==> config.mk <==
export PLATFORM = sky130hd
export DESIGN_NAME = modbus_rtu_master_frame_engine
export DESIGN_NICKNAME = d
export VERILOG_FILES = /design/src/rtl/core/mrm_pkg.sv /design/src/rtl/core/mrm_ram.sv /design/src/rtl/core/modbus_rtu_master_frame_engine.sv
export VERILOG_INCLUDE_DIRS = /design/src /design/src/rtl/core
export SDC_FILE = /design/constraint.sdc
export NUM_CORES = 1
export LEC_CHECK = 0
export ABC_AREA = 1
export BUFFER_PORTS_ARGS = -buffer_cell sky130_fd_sc_hd__buf_2
export CORE_MARGIN = 2
export CORE_UTILIZATION = 59
export CTS_CLUSTER_DIAMETER = 50
export DETAILED_ROUTE_END_ITERATION = 10
export MAX_ROUTING_LAYER = met4
export PLACE_DENSITY = 0.76
export SLEW_MARGIN = 15
export SYNTH_ARGS = -nofsm -noshare
export SYNTH_HDL_FRONTEND = slang
export SYNTH_SLANG_ARGS = --single-unit
==> constraint.sdc <==
create_clock -name clock -period 9.95 [get_ports clock]
set_clock_uncertainty 0.1 [all_clocks]
set_input_delay 0.4975 -clock clock [delete_from_list [all_inputs] [get_ports clock]]
set_output_delay 0.4975 -clock clock [all_outputs]
set_load 0.02 [all_outputs]
==> src/rtl/core/modbus_rtu_master_frame_engine_macros.svh <==
// Assertion macros for the Modbus RTU master frame engine.
`ifndef MODBUS_RTU_MASTER_FRAME_ENGINE_MACROS_SVH
`define MODBUS_RTU_MASTER_FRAME_ENGINE_MACROS_SVH
`ifndef NO_ASSERTIONS
`define MRM_ASSERT_IMP(label, clk, rst, ante, cons) \
   label: assert property (@(posedge clk) disable iff (rst) (ante) |-> (cons)) \
      else $error("assertion failed");
`define MRM_ASSERT_NXT(label, clk, rst, ante, cons) \
   label: assert property (@(posedge clk) disable iff (rst) (ante) |=> (cons)) \
      else $error("assertion failed");
`else
`define MRM_ASSERT_IMP(label, clk, rst, ante, cons)
`define MRM_ASSERT_NXT(label, clk, rst, ante, cons)
`endif
`endif

==> src/rtl/core/mrm_pkg.sv <==
// Shared types, codes and the CRC step function of the Modbus RTU master.
package mrm_pkg;
   localparam int RespBytesDefault = 64;
   localparam int MaxRegsDefault = 29;
   localparam int FailLimitDefault = 5;

   localparam logic [1:0] ACT_READ = 2'd0;
   localparam logic [1:0] ACT_WRITE = 2'd1;
   localparam logic [1:0] ACT_BYTE = 2'd2;
   localparam logic [1:0] ACT_END = 2'd3;

   localparam logic [1:0] KIND_TX = 2'd0;
   localparam logic [1:0] KIND_WORD = 2'd1;
   localparam logic [1:0] KIND_STATUS = 2'd2;

   localparam logic [2:0] ST_OK = 3'd0;
   localparam logic [2:0] ST_TIMEOUT = 3'd1;
   localparam logic [2:0] ST_CRC = 3'd2;
   localparam logic [2:0] ST_INVALID = 3'd3;
   localparam logic [2:0] ST_SIZE = 3'd4;

   localparam logic [7:0] FC_READ = 8'h03;
   localparam logic [7:0] FC_WRITE = 8'h06;
   localparam logic [15:0] CRC_INIT = 16'hFFFF;
   localparam logic [15:0] CRC_POLY = 16'hA001;

   typedef struct packed {
      logic [1:0]  kind;
      logic [7:0]  tx_byte;
      logic [15:0] reg_word;
      logic [2:0]  status;
      logic        link_ok;
      logic        last;
   } rsp_type;

   // One byte of CRC-16, bit by bit (eight narrow dependent steps).
   function automatic logic [15:0] crc_byte(input logic [15:0] c, input logic [7:0] b);
      logic [15:0] r;
      r = c ^ {8'h00, b};
      for (int i = 0; i < 8; i++) begin
         r = r[0] ? ((r >> 1) ^ CRC_POLY) : (r >> 1);
      end
      return r;
   endfunction
endpackage

==> src/rtl/core/mrm_ram.sv <==
// Generic single-port-write, single-read RAM with registered read data.
module mrm_ram #(
   parameter int Width = 8,
   parameter int Depth = 64
) (
   input  logic                     clock,
   input  logic                     wr_en,
   input  logic [$clog2(Depth)-1:0] wr_addr,
   input  logic [Width-1:0]         wr_data,
   input  logic [$clog2(Depth)-1:0] rd_addr,
   output logic [Width-1:0]         rd_data
);
   logic [Width-1:0] mem [Depth];
   logic [Width-1:0] rd_data_ff;

   always_ff @(posedge clock) begin
      if (wr_en) begin
         mem[wr_addr] <= wr_data;
      end
      rd_data_ff <= mem[rd_addr];
   end
   assign rd_data = rd_data_ff;
endmodule

==> src/rtl/core/modbus_rtu_master_frame_engine.sv <==
// Modbus RTU master: request framing, response buffering, checking, link health.
// An accepted request offers its frame bytes one a cycle while rsp_tready holds;
// the next request is taken once the last byte has left.
// A frame-completing byte starts a walk of the receive RAM, one byte a cycle; the header check,
// words and status follow; other bytes go back to back.
// Reset (synchronous, active high) clears control state; the RAM keeps its contents.
`include "modbus_rtu_master_frame_engine_macros.svh"
module modbus_rtu_master_frame_engine #(
   parameter int RespBytes = mrm_pkg::RespBytesDefault,
   parameter int MaxRegs = mrm_pkg::MaxRegsDefault,
   parameter int FailLimit = mrm_pkg::FailLimitDefault
) (
   input  logic        clock,
   input  logic        reset,
   input  logic        req_tvalid,
   output logic        req_tready,
   // tdata: reg_address[15:0], word_value[31:16], rx_byte[39:32]
   input  logic [39:0] req_tdata,
   // tuser: action[1:0]
   input  logic [1:0]  req_tuser,
   output logic        rsp_tvalid,
   input  logic        rsp_tready,
   // tdata: tx_byte[7:0], reg_word[23:8], status[26:24], link_ok[27], zero fill
   output logic [31:0] rsp_tdata,
   // tuser: kind[1:0]
   output logic [1:0]  rsp_tuser,
   output logic        rsp_tlast,
   input  logic        csr_valid,
   output logic        csr_ready,
   input  logic [7:0]  csr_data
);
   localparam int AW = $clog2(RespBytes);
   localparam int CW = $clog2(RespBytes + 1);

   localparam logic [3:0] S_IDLE = 4'd0;
   localparam logic [3:0] S_TX = 4'd1;
   localparam logic [3:0] S_CRC = 4'd2;    // walk RAM bytes into the CRC
   localparam logic [3:0] S_CHK = 4'd3;    // compare CRC, header fields
   localparam logic [3:0] S_WHI = 4'd4;    // read word high byte
   localparam logic [3:0] S_WLO = 4'd5;    // read word low byte, emit
   localparam logic [3:0] S_STAT = 4'd6;

   // header walk steps inside S_WHI
   localparam logic [3:0] R_SLAVE = 4'd0;
   localparam logic [3:0] R_FUNC = 4'd1;
   localparam logic [3:0] R_COUNT = 4'd2;
   localparam logic [3:0] R_WORDS = 4'd3;

   logic [3:0]  state_ff, state_in, ret_ff, ret_in;
   logic [7:0]  slave_ff, slave_in, pslave_ff, pslave_in;
   logic [CW-1:0] rx_cnt_ff, rx_cnt_in, exp_ff, exp_in, ptr_ff, ptr_in, lim_ff, lim_in;
   logic        is_wr_ff, is_wr_in, active_ff, active_in;
   logic [6:0]  pcount_ff, pcount_in, widx_ff, widx_in;
   logic [3:0]  fail_ff, fail_in;
   logic        link_ff, link_in;
   logic [15:0] crc_ff, crc_in, rcrc_ff, rcrc_in;
   logic [7:0]  frame_ff [8];
   logic [7:0]  frame_in [8];
   logic [7:0]  b1_ff, b1_in, whi_ff, whi_in;
   logic [2:0]  st_ff, st_in, txi_ff, txi_in;
   logic        endchk_ff, endchk_in, rd_pend_ff, rd_pend_in;
   logic        ov_ff, ov_in;
   mrm_pkg::rsp_type out_ff, out_in;
   logic        ram_we;
   logic [AW-1:0] ram_wa, ram_ra;
   logic [7:0]  ram_rd;

   mrm_ram #(.Width(8), .Depth(RespBytes)) u_rxbuf (
      .clock(clock), .wr_en(ram_we), .wr_addr(ram_wa), .wr_data(req_tdata[39:32]),
      .rd_addr(ram_ra), .rd_data(ram_rd)
   );

   assign csr_ready = 1'b1;
   assign req_tready = (state_ff == S_IDLE) && !ov_ff;
   assign rsp_tvalid = ov_ff;
   assign rsp_tuser = out_ff.kind;
   assign rsp_tlast = out_ff.last;
   assign rsp_tdata = {4'd0, out_ff.link_ok, out_ff.status, out_ff.reg_word, out_ff.tx_byte};

   always_comb begin
      logic [16:0] need;
      logic [2:0]  s;
      logic [3:0]  f;
      logic        l;
      state_in = state_ff; ret_in = ret_ff; slave_in = slave_ff; pslave_in = pslave_ff;
      rx_cnt_in = rx_cnt_ff; exp_in = exp_ff; ptr_in = ptr_ff; lim_in = lim_ff;
      is_wr_in = is_wr_ff; active_in = active_ff; pcount_in = pcount_ff;
      widx_in = widx_ff; fail_in = fail_ff; link_in = link_ff; crc_in = crc_ff;
      rcrc_in = rcrc_ff; frame_in = frame_ff; b1_in = b1_ff; whi_in = whi_ff;
      st_in = st_ff; txi_in = txi_ff; endchk_in = endchk_ff; rd_pend_in = rd_pend_ff;
      ov_in = ov_ff; out_in = out_ff;
      ram_we = 1'b0; ram_wa = rx_cnt_ff[AW-1:0]; ram_ra = ptr_ff[AW-1:0];
      need = 17'd5 + {req_tdata[31:16], 1'b0};
      s = st_ff; f = fail_ff; l = link_ff;
      if (ov_ff && rsp_tready) ov_in = 1'b0;
      if (csr_valid) slave_in = csr_data;
      // status accounting used by S_STAT
      if (st_ff == mrm_pkg::ST_OK) begin
         f = 4'd0; l = 1'b1;
      end else if (fail_ff < 4'(FailLimit)) begin
         f = fail_ff + 4'd1;
         if (f == 4'(FailLimit)) l = 1'b0;
      end
      case (state_ff)
         S_IDLE: begin
            if (req_tvalid && req_tready) begin
               case (req_tuser)
                  mrm_pkg::ACT_READ, mrm_pkg::ACT_WRITE: begin
                     active_in = 1'b0; rx_cnt_in = '0;
                     if (req_tuser == mrm_pkg::ACT_READ && (req_tdata[31:16] > 16'(MaxRegs)
                         || need > 17'(RespBytes))) begin
                        st_in = mrm_pkg::ST_SIZE; state_in = S_STAT;
                     end else begin
                        frame_in[0] = slave_ff;
                        frame_in[1] = (req_tuser == mrm_pkg::ACT_READ) ?
                                      mrm_pkg::FC_READ : mrm_pkg::FC_WRITE;
                        frame_in[2] = req_tdata[15:8]; frame_in[3] = req_tdata[7:0];
                        frame_in[4] = req_tdata[31:24]; frame_in[5] = req_tdata[23:16];
                        pslave_in = slave_ff;
                        is_wr_in = (req_tuser == mrm_pkg::ACT_WRITE);
                        pcount_in = is_wr_in ? 7'd0 : req_tdata[22:16];
                        exp_in = is_wr_in ? CW'(8) : CW'(need);
                        crc_in = mrm_pkg::CRC_INIT;
                        active_in = 1'b1; txi_in = 3'd0; state_in = S_TX;
                     end
                  end
                  mrm_pkg::ACT_BYTE: begin
                     if (active_ff) begin
                        if (rx_cnt_ff < exp_ff) begin
                           ram_we = 1'b1; rx_cnt_in = rx_cnt_ff + CW'(1);
                        end
                        if (rx_cnt_in >= exp_ff) begin
                           active_in = 1'b0; rx_cnt_in = '0;
                           lim_in = exp_ff - CW'(2); endchk_in = 1'b0;
                           ptr_in = '0; crc_in = mrm_pkg::CRC_INIT;
                           rd_pend_in = 1'b0; state_in = S_CRC;
                        end
                     end
                  end
                  default: begin
                     if (active_ff) begin
                        active_in = 1'b0; rx_cnt_in = '0;
                        if (rx_cnt_ff >= CW'(5)) begin
                           lim_in = CW'(3); endchk_in = 1'b1; ptr_in = '0;
                           crc_in = mrm_pkg::CRC_INIT; rd_pend_in = 1'b0;
                           state_in = S_CRC;
                        end else begin
                           st_in = mrm_pkg::ST_TIMEOUT; state_in = S_STAT;
                        end
                     end
                  end
               endcase
            end
         end
         S_TX: begin
            // fold each header byte into the CRC as it leaves
            if (!ov_in) begin
               ov_in = 1'b1;
               out_in = '0;
               out_in.kind = mrm_pkg::KIND_TX;
               out_in.tx_byte = (txi_ff < 3'd6) ? frame_ff[txi_ff] :
                                (txi_ff == 3'd6) ? crc_ff[7:0] : crc_ff[15:8];
               if (txi_ff < 3'd6) crc_in = mrm_pkg::crc_byte(crc_ff, frame_ff[txi_ff]);
               out_in.last = (txi_ff == 3'd7);
               txi_in = txi_ff + 3'd1;
               if (txi_ff == 3'd7) state_in = S_IDLE;
            end
         end
         S_CRC: begin
            // pipeline: issue read at ptr, fold the byte returned in the next cycle
            rd_pend_in = 1'b1;
            if (rd_pend_ff) begin
               if (ptr_ff <= lim_ff) crc_in = mrm_pkg::crc_byte(crc_ff, ram_rd);
               else if (ptr_ff == lim_ff + CW'(1)) rcrc_in[7:0] = ram_rd;
               else rcrc_in[15:8] = ram_rd;
               if (ptr_ff == CW'(2)) b1_in = ram_rd;
            end
            if (ptr_ff == lim_ff + CW'(2)) state_in = S_CHK;
            else ptr_in = ptr_ff + CW'(1);
         end
         S_CHK: begin
            if (endchk_ff) begin
               st_in = (b1_ff[7] && crc_ff == rcrc_ff) ? mrm_pkg::ST_INVALID :
                       mrm_pkg::ST_TIMEOUT;
               state_in = S_STAT;
            end else if (crc_ff != rcrc_ff) begin
               st_in = mrm_pkg::ST_CRC; state_in = S_STAT;
            end else if (frame_ff[0] != pslave_ff) begin
               st_in = mrm_pkg::ST_INVALID; state_in = S_STAT;
            end else begin
               // re-read byte 0 and byte 2 via the word walk: header check
               ptr_in = '0; widx_in = '0; rd_pend_in = 1'b0;
               st_in = mrm_pkg::ST_OK; state_in = S_WHI; ret_in = R_SLAVE;
            end
         end
         S_WHI: begin
            // ret_ff: header slave, fc, byte count, then words
            case (ret_ff)
               R_SLAVE: begin
                  ram_ra = '0; ret_in = R_FUNC;
               end
               R_FUNC: begin
                  ram_ra = AW'(2);
                  if (ram_rd != pslave_ff || (b1_ff & 8'h7F) != frame_ff[1]
                      || b1_ff[7]) begin
                     st_in = mrm_pkg::ST_INVALID; state_in = S_STAT;
                  end
                  ret_in = R_COUNT;
               end
               R_COUNT: begin
                  ram_ra = AW'(3);
                  if (!is_wr_ff && ram_rd != {pcount_ff, 1'b0}) begin
                     st_in = mrm_pkg::ST_INVALID; state_in = S_STAT;
                  end else if (is_wr_ff || pcount_ff == 7'd0) begin
                     state_in = S_STAT;
                  end
                  ptr_in = CW'(3); ret_in = R_WORDS;
               end
               default: begin
                  ram_ra = AW'(ptr_ff + CW'(1));
                  whi_in = ram_rd; state_in = S_WLO;
               end
            endcase
         end
         S_WLO: begin
            ram_ra = AW'(ptr_ff + CW'(2));
            if (!ov_in) begin
               ov_in = 1'b1; out_in = '0;
               out_in.kind = mrm_pkg::KIND_WORD;
               out_in.reg_word = {whi_ff, ram_rd};
               widx_in = widx_ff + 7'd1; ptr_in = ptr_ff + CW'(2);
               state_in = (widx_in == pcount_ff) ? S_STAT : S_WHI;
            end else begin
               ram_ra = AW'(ptr_ff + CW'(1));
            end
         end
         S_STAT: begin
            if (!ov_in) begin
               ov_in = 1'b1; out_in = '0;
               out_in.kind = mrm_pkg::KIND_STATUS; out_in.status = s;
               out_in.link_ok = l; out_in.last = 1'b1;
               fail_in = f; link_in = l; state_in = S_IDLE;
            end
         end
         default: state_in = S_IDLE;
      endcase
      // frame_ff[0] doubles as slave shadow only for the transmit frame
      if (state_ff == S_CRC && rd_pend_ff && ptr_ff == CW'(1)) frame_in[0] = frame_ff[0];
   end

   always_ff @(posedge clock) begin
      if (reset) begin
         state_ff <= S_IDLE; slave_ff <= 8'd1; active_ff <= 1'b0; rx_cnt_ff <= '0;
         fail_ff <= '0; link_ff <= 1'b0; ov_ff <= 1'b0; exp_ff <= '0;
         is_wr_ff <= 1'b0; pcount_ff <= '0; pslave_ff <= '0;
      end else begin
         state_ff <= state_in; slave_ff <= slave_in; active_ff <= active_in;
         rx_cnt_ff <= rx_cnt_in; fail_ff <= fail_in; link_ff <= link_in; ov_ff <= ov_in;
         exp_ff <= exp_in; is_wr_ff <= is_wr_in; pcount_ff <= pcount_in;
         pslave_ff <= pslave_in;
      end
      ret_ff <= ret_in; ptr_ff <= ptr_in; lim_ff <= lim_in; widx_ff <= widx_in;
      crc_ff <= crc_in; rcrc_ff <= rcrc_in; frame_ff <= frame_in; b1_ff <= b1_in;
      whi_ff <= whi_in; st_ff <= st_in; txi_ff <= txi_in; endchk_ff <= endchk_in;
      rd_pend_ff <= rd_pend_in; out_ff <= out_in;
   end

   `MRM_ASSERT_IMP(a_fail_sat, clock, reset, 1'b1, fail_ff <= 4'(FailLimit))
   `MRM_ASSERT_IMP(a_cnt_bound, clock, reset, 1'b1, rx_cnt_ff <= exp_ff || !active_ff)
   `MRM_ASSERT_NXT(a_link_ok, clock, reset,
      ov_ff && rsp_tready && out_ff.kind == mrm_pkg::KIND_STATUS
      && out_ff.status == mrm_pkg::ST_OK, link_ff)
endmodule
==> summary.txt <==
Synthesis
  – Sequential area share after synthesis: between 60% and 70%
  – Synth warn: 0
  – Mapped Avg Cell Area: roughly 12 um2
  – Seq cells post-synth: 719
  – Cell variety after synth: 60
  – Post-synth EDFFs: around 660
  – Mapped Area: around 32000 um2
  – Ys flop type: edfxtp_1
  – Post-Syn Instances: 2708
  – FFs w/ async S/R, synth: 0%

Status
  – Status: finished clean

Timing
  – Final slew viol count: 0
  – Slew HR: 24.1%
  – Hold Violations, Final: 0
  – Post-layout min period: ~5 ns
  – Final setup margin: 4.97 ns
  – Slew @ Worst Pin: between 1 and 1.5 ns
  – Final setup vio count: 0
  – Achievable clock frequency: 201 MHz
  – Setup TNS: 0 ns
  – Fin crit share: 50.1%
  – Unrepaired setup endpoints after global routing: false

Drt
  – Post-route ant nets: 0
  – Via count: between 20000 and 25000
  – Via density: roughly 6.3
  – DRT Wirelength: ~83000 um
  – DRT iter0 DRCs: between 2000 and 3000
  – Drt wl/cell: between 20 and 25 um
  – # DRC: 0
  – First-pass detailed-route iteration total: 6

Worst setup path
  – Crit path DAT: 5.46 ns
  – Worst path max stage delay: about 0.9 ns
  – Slowest CP cell: buf_4
  – Critical path, cell by cell: inv_2 > nor2_8 > nand2_4 > a21oi_1 > o21ai_1 > nand3_1 > nand2_8 > inv_6 > buf_4 > o21ai_0 > o211ai_1 > nand3_1 > nand3_1 > nand3_1 > nand2_1
  – Required time worst endpoint: 10.43 ns
  – Worst Setup Start Kind: flip-flop
  – Setup CP Type: reg -> reg
  – Crit-path max FO: 115
  – CP Capture Type: flip-flop
  – Most frequent CP cell: nand3_1

Place
  – Dpl ws: 5.07 ns
  – Port bufs: 87
  – RePlAce Congestion: between 1 and 1.5
  – Dpl hpwl: roughly 51000 um

Power and ir drop
  – Psw: around 3.2 mW
  – Clock power frac: 31.1%
  – P_leak: between 10 and 15 nW
  – Flop pwr share: 40.3%
  – Maximum VDD drop: between 0.15 and 0.2 mV
  – Switch share: between 30% and 40%
  – Internal power: ~5.8 mW
  – P per Cell Area: 256 nW/um2
  – Comb pwr share: between 20% and 30%

Floorplan
  – Core ar.: 52800 um2
  – Die height: around 240 um
  – IO Pins: 93
  – Full die area: roughly 56000 um2
  – Initial core utilization: 60.0%
  – Row cnt: between 80 and 90
  – Die X: 236 um

Global routing
  – Global-route usage over all layers: 30.7%
  – First-pass GRT wire length: about 130000 um
  – Vias in the first global route: 21663
  – Antenna violations before repair: 3
  – Largest net degree at the start of global routing: 116
  – Gr ovfl total: 0

CTS
  – PostCTS Resize Cnt: 0
  – Clock insertion delay at the later pin of the skew report: 0.63 ns
  – H-tree depth: 3
  – TritonCTS clock tree: yes
  – CTS max path bufs: 3
  – Clk slew on worst S/H paths: roughly 0.060 ns
  – CTS Buf Count: 76
  – Clock root cell: clkbuf_16
  – Clock sink count: 719

Hold path
  – Worst Hold Class: in -> reg

Cells and area
  – Layout area overhead: 11.6%
  – Filler cell count: approximately 3700
  – Post-layout nets: ~2900
  – Share of layout cells above drive strength 1: approximately a tenth

Flow run
  – Max cap viols: 0
-- cells in the final DEF, fill, tap and decap left out, types with 7 or more instances in the layout --
cell	n
edfxtp_1	664
nor2_1	378
o21ai_0	250
nand2_1	206
o211ai_1	186
inv_1	179
nand3_1	176
buf_2	86
clkbuf_16	77
or2_0	68
a21oi_1	66
dfxtp_1	55
ha_1	40
xor2_1	33
dlygate4sd3_1	33
xnor2_1	32
o221ai_1	27
or2_2	26
buf_4	25
o21ai_1	24
nor3_1	21
clkbuf_1	21
nand4_1	16
o22ai_1	16
o21bai_1	16
nor4_1	14
clkinv_1	11
clkinv_2	9
o211ai_2	7
-- synthesized netlist by cell type, types with 3 or more instances --
cell | count | share of area [%]
nor4_1 | 14 | 0.28
nor2_2 | 4 | 0.079
or2_2 | 26 | 0.51
o21bai_1 | 16 | 0.38
o21ai_0 | 250 | 4.0
nor3_1 | 22 | 0.35
inv_1 | 179 | 2.1
o31ai_1 | 4 | 0.095
nand3b_1 | 3 | 0.071
edfxtp_1 | 664 | 63
o21a_1 | 4 | 0.095
o2111ai_1 | 3 | 0.083
nor2_1 | 380 | 4.5
a211oi_1 | 3 | 0.071
nand3_1 | 176 | 2.8
o22ai_1 | 16 | 0.32
nand2_2 | 6 | 0.12
buf_4 | 16 | 0.38
xor2_1 | 33 | 0.91
buf_2 | 63 | 1.0
o221ai_1 | 27 | 0.75
nand4_1 | 16 | 0.32
o21ai_1 | 24 | 0.38
o311ai_0 | 5 | 0.14
buf_6 | 5 | 0.18
a221oi_1 | 3 | 0.083
xnor2_1 | 32 | 0.89
inv_2 | 4 | 0.047
clkinv_1 | 5 | 0.059
a21oi_1 | 66 | 1.0
nand2_1 | 206 | 2.4
dfxtp_1 | 55 | 3.5
o211ai_1 | 186 | 4.4
clkbuf_1 | 47 | 0.56
or2_0 | 68 | 1.3
o211ai_2 | 7 | 0.28
ha_1 | 40 | 1.6
-- power groups by stage --
stage | Combinational (mW) | Clock (mW) | Sequential (mW)
floorplan | 1.78 | 0 | 3.65
global placement | 2.46 | 0 | 3.70
detailed placement | 2.51 | 0 | 3.71
CTS | 2.55 | 2.83 | 3.64
global route | 2.81 | 2.95 | 3.66
finish | 2.60 | 2.82 | 3.65
-- metrics by stage --
stage               hold slack (ns)  utilization [%]  area, um2  power, mW  cells
floorplan                     0.320                -      31700       5.43   2711
global placement              0.351             61.6      32500       6.16   3377
detailed placement            0.348             61.6      32500       6.22   3377
CTS                         0.00762             66.9      35300       9.02   3548
global route                 0.0114             67.0      35300       9.42   3550
finish                       0.0206             67.0      35300       9.06   3550
-- what timing repair did --
action	in CTS	in global routing
hold endpoints to repair	33	0
hold buffers	33	0
setup buffers	0	0
setup endpoints to repair	0	0
-- cells by family after synthesis --
group	synth area share, %
other	0.0237
adders and majority gates	1.58
and+or+nand+nor	13.1
xor gates and xnor gates	1.95
AOI/OAI and AO/OA	12.5
DFF	66.5
buffers and inverters	4.39
-- layer usage --
| layer | vias up | GRT usage, % | routed length (um) |
|---|---|---|---|
| met5 | - | - | 0 |
| met4 | 0 | 13.8 | 3920 |
| met3 | 259 | 5.36 | 6720 |
| met2 | 1189 | 49.4 | 40700 |
| met1 | 10820 | 38.3 | 31900 |
| li1 | 9999 | - | - |
-- layout make-up --
cell class | instances | area (um2) | area share [%]
flip-flops and latches | 719 | 21000 | 59.6
well taps | 688 | 861 | 2.44
multi-input cells | 1670 | 9280 | 26.3
inverters | 189 | 717 | 2.03
repair buffers | 144 | 948 | 2.68
clock inverters | 35 | 404 | 1.14
diodes | 2 | 5.00 | 0.0142
clock buffers | 103 | 2070 | 5.87
-- state kept, by name, summed over array words and instances, names as in the netlist, 4 cells and up --
register and count:
crc_ff 16, ptr_ff 7, lim_ff 7, u_rxbuf.mem 512, rx_cnt_ff 7, pcount_ff 6, exp_ff 7, fail_ff 4
whi_ff 8, pslave_ff 8, b1_ff 8, frame_ff 42, slave_ff 8, rsp_tdata 28, rcrc_ff 16, u_rxbuf.rd_data 8
widx_ff 7
-- critical path: cells and delay by family (launching register included) --
kind | cells | cell delay (ns)
AOI/OAI and AO/OA | 4 | 0.84
DFF | 1 | 0.43
buffers and inverters | 3 | 1.70
and+or+nand+nor | 8 | 1.73
-- path summary, 6_finish.rpt --
check / startpoint / slack [ns] / cells after the start / end
min reg2reg: slave_ff[4] / 0.38 / 0 / frame_ff[60]
min: csr_data[2] / 0.02 / 3 / slave_ff[2]
max reg2reg: state_ff[2] / 4.97 / 15 / u_rxbuf.rd_data[5]
max: state_ff[2] / 4.97 / 15 / u_rxbuf.rd_data[5]
Note: power is estimated with default switching activity, not from simulation.
